## src/design/mcp_pkg.sv

```systemverilog
// ----------------------------------------------------------------------------
// mcp_pkg: shared types and constants for the congruence product block
// Widths, operation codes, register indexes, transaction structs and the
// Q16.16 narrowing function used by the datapath.
// ----------------------------------------------------------------------------
`default_nettype none

package mcp_pkg;

  // matrix geometry and number format
  localparam int MAX_DIM   = 8;
  localparam int IDX_W     = $clog2(MAX_DIM);
  localparam int ADDR_W    = 2 * IDX_W;
  localparam int DEPTH     = MAX_DIM * MAX_DIM;
  localparam int DIM_W     = 4;
  localparam int DATA_W    = 32;
  localparam int FRAC_BITS = 16;
  // one product is 2*DATA_W bits, MAX_DIM of them need log2(MAX_DIM) more
  localparam int ACC_W     = 2 * DATA_W + $clog2(MAX_DIM);

  // operation codes
  localparam int OP_W = 2;
  localparam logic [OP_W-1:0] OP_LOAD_X = 2'd0;
  localparam logic [OP_W-1:0] OP_LOAD_C = 2'd1;
  localparam logic [OP_W-1:0] OP_START  = 2'd2;

  // configuration register indexes
  localparam int CFG_IDX_W = 4;
  localparam logic [CFG_IDX_W-1:0] CFG_ROWS = 4'd0;
  localparam logic [CFG_IDX_W-1:0] CFG_COLS = 4'd1;

  localparam logic [DIM_W-1:0] DIM_RESET = DIM_W'(MAX_DIM);

  localparam logic [DATA_W-1:0] SAT_MAX = {1'b0, {(DATA_W-1){1'b1}}};
  localparam logic [DATA_W-1:0] SAT_MIN = {1'b1, {(DATA_W-1){1'b0}}};

  // input transaction
  typedef struct packed {
    logic [OP_W-1:0]          op;
    logic [IDX_W-1:0]         row_index;
    logic [IDX_W-1:0]         col_index;
    logic signed [DATA_W-1:0] element_value;
  } in_item_t;

  // result transaction
  typedef struct packed {
    logic [IDX_W-1:0]         out_row;
    logic [IDX_W-1:0]         out_col;
    logic signed [DATA_W-1:0] out_value;
    logic                     last;
  } out_item_t;

  // controller to datapath commands
  typedef struct packed {
    logic             load_x;
    logic             load_c;
    logic             issue;
    logic             phase2;
    logic             first;
    logic             last;
    logic             final_elem;
    logic [IDX_W-1:0] i;
    logic [IDX_W-1:0] j;
    logic [IDX_W-1:0] k;
  } mcp_cmd_t;

  // datapath to controller status
  typedef struct packed {
    logic pipe_busy;
  } mcp_status_t;

  // control tag that travels with each multiply-accumulate
  typedef struct packed {
    logic             valid;
    logic             phase2;
    logic             first;
    logic             last;
    logic             final_elem;
    logic [IDX_W-1:0] i;
    logic [IDX_W-1:0] j;
  } mcp_tag_t;

  // arithmetic shift by FRAC_BITS, then saturate to DATA_W signed
  function automatic logic [DATA_W-1:0] sat_narrow(input logic signed [ACC_W-1:0] a);
    logic signed [ACC_W-1:0] sh;
    logic [ACC_W-DATA_W:0]   top;
    sh  = a >>> FRAC_BITS;
    top = sh[ACC_W-1:DATA_W-1];
    if ((&top) || !(|top)) begin
      return sh[DATA_W-1:0];
    end
    return a[ACC_W-1] ? SAT_MIN : SAT_MAX;
  endfunction

endpackage

`default_nettype wire

```

## src/design/mcp_ctrl.sv

```systemverilog
// ----------------------------------------------------------------------------
// mcp_ctrl: sequencer for the congruence product
// Decodes input transactions, walks the i/j/k loops of T = X^T C and
// S = T X, and waits for the datapath to drain after each phase.
// ----------------------------------------------------------------------------
`default_nettype none

module mcp_ctrl import mcp_pkg::*; (
  input  wire logic        clk_i,
  input  wire logic        rst_ni,
  input  wire logic        start_i,
  input  wire logic [OP_W-1:0] op_i,
  input  wire logic [DIM_W-1:0] rows_i,
  input  wire logic [DIM_W-1:0] cols_i,
  input  wire mcp_status_t status_i,
  output      logic        busy_o,
  output      mcp_cmd_t    cmd_o
);

  localparam int ST_W = 3;
  localparam logic [ST_W-1:0] ST_IDLE   = 3'd0;
  localparam logic [ST_W-1:0] ST_PH1    = 3'd1;
  localparam logic [ST_W-1:0] ST_DRAIN1 = 3'd2;
  localparam logic [ST_W-1:0] ST_PH2    = 3'd3;
  localparam logic [ST_W-1:0] ST_DRAIN2 = 3'd4;

  logic [ST_W-1:0]  state_q, state_d;
  logic [IDX_W-1:0] i_q, i_d, j_q, j_d, k_q, k_d;
  logic [DIM_W-1:0] n_dim, m_dim, j_dim;
  logic             k_last, j_last, i_last;

  // zero acts as one, anything above MAX_DIM acts as MAX_DIM
  function automatic logic [DIM_W-1:0] eff_dim(input logic [DIM_W-1:0] r);
    if (r == '0) begin
      return DIM_W'(1);
    end
    if (r > DIM_W'(MAX_DIM)) begin
      return DIM_W'(MAX_DIM);
    end
    return r;
  endfunction

  assign n_dim  = eff_dim(rows_i);
  assign m_dim  = eff_dim(cols_i);
  assign j_dim  = (state_q == ST_PH2) ? m_dim : n_dim;
  assign k_last = ({1'b0, k_q} == n_dim - DIM_W'(1));
  assign j_last = ({1'b0, j_q} == j_dim - DIM_W'(1));
  assign i_last = ({1'b0, i_q} == m_dim - DIM_W'(1));

  // next state and commands
  always_comb begin
    state_d = state_q;
    i_d     = i_q;
    j_d     = j_q;
    k_d     = k_q;
    cmd_o   = '0;
    cmd_o.i = i_q;
    cmd_o.j = j_q;
    cmd_o.k = k_q;
    case (state_q)
      ST_IDLE: begin
        if (start_i) begin
          case (op_i)
            OP_LOAD_X: cmd_o.load_x = 1'b1;
            OP_LOAD_C: cmd_o.load_c = 1'b1;
            OP_START: begin
              i_d     = '0;
              j_d     = '0;
              k_d     = '0;
              state_d = ST_PH1;
            end
            default: ;
          endcase
        end
      end
      ST_PH1, ST_PH2: begin
        cmd_o.issue      = 1'b1;
        cmd_o.phase2     = (state_q == ST_PH2);
        cmd_o.first      = (k_q == '0);
        cmd_o.last       = k_last;
        cmd_o.final_elem = (state_q == ST_PH2) && i_last && j_last;
        if (!k_last) begin
          k_d = k_q + IDX_W'(1);
        end else begin
          k_d = '0;
          if (!j_last) begin
            j_d = j_q + IDX_W'(1);
          end else begin
            j_d = '0;
            if (!i_last) begin
              i_d = i_q + IDX_W'(1);
            end else begin
              i_d     = '0;
              state_d = (state_q == ST_PH1) ? ST_DRAIN1 : ST_DRAIN2;
            end
          end
        end
      end
      ST_DRAIN1: begin
        if (!status_i.pipe_busy) begin
          state_d = ST_PH2;
        end
      end
      ST_DRAIN2: begin
        if (!status_i.pipe_busy) begin
          state_d = ST_IDLE;
        end
      end
      default: state_d = ST_IDLE;
    endcase
  end

  // state and loop counters
  always_ff @(posedge clk_i or negedge rst_ni) begin
    if (!rst_ni) begin
      state_q <= ST_IDLE;
      i_q     <= '0;
      j_q     <= '0;
      k_q     <= '0;
    end else begin
      state_q <= state_d;
      i_q     <= i_d;
      j_q     <= j_d;
      k_q     <= k_d;
    end
  end

  assign busy_o = (state_q != ST_IDLE);

endmodule

`default_nettype wire

```

## config.mk

```make
export PLATFORM = sky130hd
export DESIGN_NAME = mcp_ctrl
export DESIGN_NICKNAME = d
export VERILOG_FILES = /design/src/design/mcp_pkg.sv /design/src/design/mcp_ctrl.sv
export SDC_FILE = /design/constraint.sdc
export NUM_CORES = 1
export LEC_CHECK = 0
export BUFFER_PORTS_ARGS = -buffer_cell sky130_fd_sc_hd__buf_2
export CAP_MARGIN = 10
export CORE_AREA = 3 3 43 64
export CTS_CLUSTER_SIZE = 14
export DETAILED_ROUTE_END_ITERATION = 10
export DIE_AREA = 0 0 46 67
export PLACE_DENSITY = 0.74
export SYNTH_ARGS = -nofsm -noshare
export SYNTH_HDL_FRONTEND = slang
export SYNTH_SLANG_ARGS = --single-unit
```

## constraint.sdc

```tcl
create_clock -name clk_i -period 3.9 [get_ports clk_i]
set_input_delay 0.585 -clock clk_i [delete_from_list [all_inputs] [get_ports clk_i]]
set_output_delay 0.585 -clock clk_i [all_outputs]
set_load 0.03 [all_outputs]
```

==> impl_summary.log <==
INFO  metric run_status = finished clean
INFO  metric footprint_of_the_multi_input_gates = around 760 µm²
INFO  metric fp.coreArea = 2260 µm²
INFO  metric cellInternalPower = 407 µW
INFO  metric power.switching_fraction = just over 50%
INFO  metric ctsResizeCount = 0
INFO  metric transition_time_of_the_tightest_slew_check_pin = approximately 0.50 ns
INFO  metric final.min_clock_period = around 3.3 ns
INFO  metric routed-via-count = roughly 1100
INFO  metric num_clock_sinks = 12
INFO  metric worst_setup_path_end_kind = primary output
INFO  metric worst_ir_drop_vdd = approximately 0.36 mV
INFO  metric synth.ff_latch_count = 12
INFO  metric preCtsSetupSlack = about 0.76 ns
INFO  metric hold_path.class = in2async
INFO  metric number_of_pins_with_negative_max_slew_slack_in_the_final_report = 0
INFO  metric worstSetupStartpointType = flip-flop
INFO  metric yosysUniqueCellTypes = 47
INFO  metric fin_setup_tns = 0 ns
INFO  metric clock_power_share = a little over an eighth
INFO  metric finish.net_count = roughly 180
INFO  metric post-route-util = 57.5%
INFO  metric critPathSlowestCell = sky130_fd_sc_hd__dfrtp_1
INFO  metric power.share.sequential = 29.3%
INFO  metric io_buf_count = 30
INFO  metric final_min_period_over_clock_period = between 80% and 90%
INFO  metric synth-edff-count = 0
INFO  metric gr-max-usage-layer = met2
INFO  metric critPathLaunch = state_q[2]$_DFFE_PN0P_
INFO  metric number_of_standard_cells_after_synthesis = 124
INFO  metric cts_max_path_buffers = 2
INFO  metric synthesis.yosys.warnings = 0
INFO  metric die_h = 67 µm
INFO  metric worst-endpoint-arrival = between 2 and 3 ns
INFO  metric avgRoutedWirePerCell = approximately 16 µm
INFO  metric cellLeakagePower = approximately 0.64 nW
INFO  metric cp_cell_sequence = nand2b_4 -> inv_1 -> nand2_1 -> inv_2 -> mux2i_1 -> xor2_1 -> or3_1 -> nand2_1 -> nand2_1 -> nor3_1 -> buf_2
INFO  metric post_synth_instance_area = roughly 1100 µm²
INFO  metric post-dp-hpwl = approximately 2300 µm
INFO  metric timing.critical_path.slowest_cell_delay = around 0.45 ns
INFO  metric layout_overhead_on_the_synthesized_area = 19.8%
INFO  metric synth-async-reset-ratio = 100%
INFO  metric synth_seq_area_share = between 20% and 30%
INFO  metric grt_util_all_layers = 20.9%
INFO  metric power_switching = approximately 420 µW
INFO  metric crit_path_max_fanout = 8
INFO  metric grt_first_pass_wirelength = approximately 4600 µm
INFO  metric fin_ws = roughly 0.63 ns
INFO  metric cap_violations = 0
INFO  metric grt.overflow.total = 0
INFO  metric timing.clock.skew = roughly 0.01 ns
INFO  metric hold_viol = 0
INFO  metric antenna_found_initial = 0
INFO  metric worst_flop_to_flop_path_startpoint = state_q[2]$_DFFE_PN0P_
INFO  metric report.power.total = 829 µW
INFO  metric timing.slew.headroom = around two thirds
INFO  metric first_global_vias = between 1000 and 1500
INFO  metric syn-num-nets = about 140
INFO  metric numCtsBuffers = 3
INFO  metric path_common_cell = sky130_fd_sc_hd__nand2_1
INFO  metric timing.fmax = just over 300 MHz
INFO  metric rsz0062_at_grt = no
INFO  metric seq_area = roughly 300 µm²
INFO  metric power_density = approximately 640 nW/µm²
INFO  metric final_layout_size_suffix_gt1_share = a little under a third
INFO  metric drcViolationCount = 0
INFO  metric clock_tree_root = sky130_fd_sc_hd__clkbuf_4
INFO  metric cts_hold_buf = 0
INFO  metric drt-pass1-iter-count = 4
INFO  metric drt_wl_total = 2880 µm
INFO  metric p_comb_share = approximately 58%
INFO  metric met2_usage = roughly 36%
INFO  metric setup.worst_path.class = reg2out
INFO  metric primary_ff_master_synth = sky130_fd_sc_hd__dfrtp_1
INFO  metric worst_skew_pair.late_latency = approximately 0.3 ns
INFO  metric drt-vias-per-instance = roughly 6.0
INFO  metric grt.met3_usage = 2.97%
INFO  metric gp_congestion = between 0.9 and 1
INFO  metric synthesis.area_per_instance = 8.75 µm²
INFO  metric grt_max_degree = 13
INFO  metric pin_count = 31
INFO  metric htree_num_levels = 1
INFO  metric antenna_diode_count = 0
INFO  metric worstPathRequired = approximately 3.3 ns
INFO  metric post_cts_setup_repair_buffer_count = 0
INFO  metric finalSetupViolations = 0
INFO  metric tritoncts = yes
INFO  metric fillCellCount = ~220
INFO  metric ant_nets = 0
INFO  metric clkSlewWorstSetupHoldPaths = about 0.090 ns
INFO  metric dr.first_iter.drc_count = 24
INFO  metric chipWidth = around 46 µm
INFO  metric rows = 21
INFO  metric floorplan.initialDensity = between 40% and 50%
INFO  metric dieArea = slightly above 3000 µm²
INFO  metric grtUsageMet1 = 21.1%
synthesized netlist by cell type (2+ instances only):
master                      count  area, µm²
sky130_fd_sc_hd__nor2b_1        4       25.0
sky130_fd_sc_hd__o21a_1         3       22.5
sky130_fd_sc_hd__a31oi_1        2       12.5
sky130_fd_sc_hd__dfrtp_1       12        300
sky130_fd_sc_hd__nor3b_1        2       15.0
sky130_fd_sc_hd__nand2b_1       3       18.8
sky130_fd_sc_hd__nor2_1        11       41.3
sky130_fd_sc_hd__ha_1           5       62.6
sky130_fd_sc_hd__o21ai_0        8       40.0
sky130_fd_sc_hd__xor2_1         5       43.8
sky130_fd_sc_hd__mux2i_1        2       20.0
sky130_fd_sc_hd__inv_1          6       22.5
sky130_fd_sc_hd__or3_1          3       18.8
sky130_fd_sc_hd__a22o_1         2       17.5
sky130_fd_sc_hd__nand2_1       12       45.0
sky130_fd_sc_hd__or2b_1         2       15.0
sky130_fd_sc_hd__or2_2          3       18.8
sky130_fd_sc_hd__o2bb2ai_1      2       17.5
sky130_fd_sc_hd__xnor2_1        2       17.5
sky130_fd_sc_hd__nor3_1         3       15.0
sky130_fd_sc_hd__nand4_1        3       18.8
sky130_fd_sc_hd__nand3_1        4       20.0
critical path, delay by kind of cell (launching register included):
kind                      cells  cell delay [ns]
xor gates and xnor gates      1             0.14
buffers and inverters         3             0.49
DFF                           1             0.45
muxes                         1             0.23
and+or+nand+nor               6             1.08
placed cells by master, fill, tap and decap left out, types with 3 or more instances in the layout:
cell type / synthesis / final
sky130_fd_sc_hd__buf_2: 0 / 30
sky130_fd_sc_hd__clkbuf_4: 0 / 3
sky130_fd_sc_hd__dfrtp_1: 12 / 12
sky130_fd_sc_hd__ha_1: 5 / 5
sky130_fd_sc_hd__inv_1: 6 / 6
sky130_fd_sc_hd__nand2_1: 12 / 12
sky130_fd_sc_hd__nand2b_1: 3 / 3
sky130_fd_sc_hd__nand3_1: 4 / 4
sky130_fd_sc_hd__nand4_1: 3 / 3
sky130_fd_sc_hd__nor2_1: 11 / 11
sky130_fd_sc_hd__nor2b_1: 4 / 4
sky130_fd_sc_hd__nor3_1: 3 / 3
sky130_fd_sc_hd__o21a_1: 3 / 3
sky130_fd_sc_hd__o21ai_0: 8 / 8
sky130_fd_sc_hd__or2_2: 3 / 3
sky130_fd_sc_hd__or3_1: 3 / 3
sky130_fd_sc_hd__xor2_1: 5 / 5
flip-flops by register name (all words and copies together) (netlist names):
signal / flops
i_q: 3
j_q: 3
k_q: 3
state_q: 3
metrics by stage:
| step | cells | area, µm² | hold WS, ns |
|---|---|---|---|
| 2_1_floorplan | 124 | 1080 | 0.289 |
| 3_3_place_gp | 177 | 1260 | 0.487 |
| 3_5_place_dp | 177 | 1260 | 0.489 |
| 4_1_cts | 181 | 1300 | 0.162 |
| 5_1_grt | 181 | 1300 | 0.168 |
| 6_report | 181 | 1300 | 0.157 |
cell families (layout without fill, tap and decap cells):
group                    count (synthesis)  in the layout  share of synthesized area, %
AND/OR/NAND/NOR                         59             59                          31.8
AO/OA/AOI/OAI                           31             31                          23.8
flip-flops                              12             12                          27.7
XOR/XNOR                                 7              7                          5.65
buffers and inverters                    7             41                          2.42
adder cells (fa/ha/maj)                  5              5                          5.77
multiplexers                             3              3                          2.88
layout make-up:
cell class                      instances  share of cell area (%)
Clock buffer                            4                    2.79
Inverter                                7                    2.02
Multi-Input combinational cell        105                    58.3
Sequential cell                        12                    23.1
Tap cell                               23                    2.21
Timing Repair Buffer                   30                    11.5
layer usage:
metal,part of all wire [%],wire length [µm],vias to the layer above
met1,38,1080,514
met4,5.2,150,0
met5,0,0,-
li1,-,-,525
met3,4.7,135,13
met2,52,1510,38
power by group through the flow:
stage | Sequential (mW) | Combinational (mW) | Clock [mW]
after global routing | 0.251 | 0.526 | 0.112
after CTS | 0.242 | 0.480 | 0.110
final | 0.243 | 0.478 | 0.108
after global placement | 0.239 | 0.460 | 0
after floorplan | 0.311 | 0.270 | 0
after detailed placement | 0.244 | 0.477 | 0
worst paths after layout:
check                                      to  slack [ns]  depth (start not counted)
min in group clk_i         k_q[0]$_DFFE_PN0P_        0.57                          1
max in group asynchronous  i_q[1]$_DFFE_PN0P_        3.51                          1
max reg2reg                j_q[0]$_DFFE_PN0P_        1.37                         10
min reg2reg                k_q[0]$_DFFE_PN0P_        0.57                          1
max                                  cmd_o[9]        0.63                         11
min                        i_q[2]$_DFFE_PN0P_        0.16                          1
(Power assumes the default switching activity.)
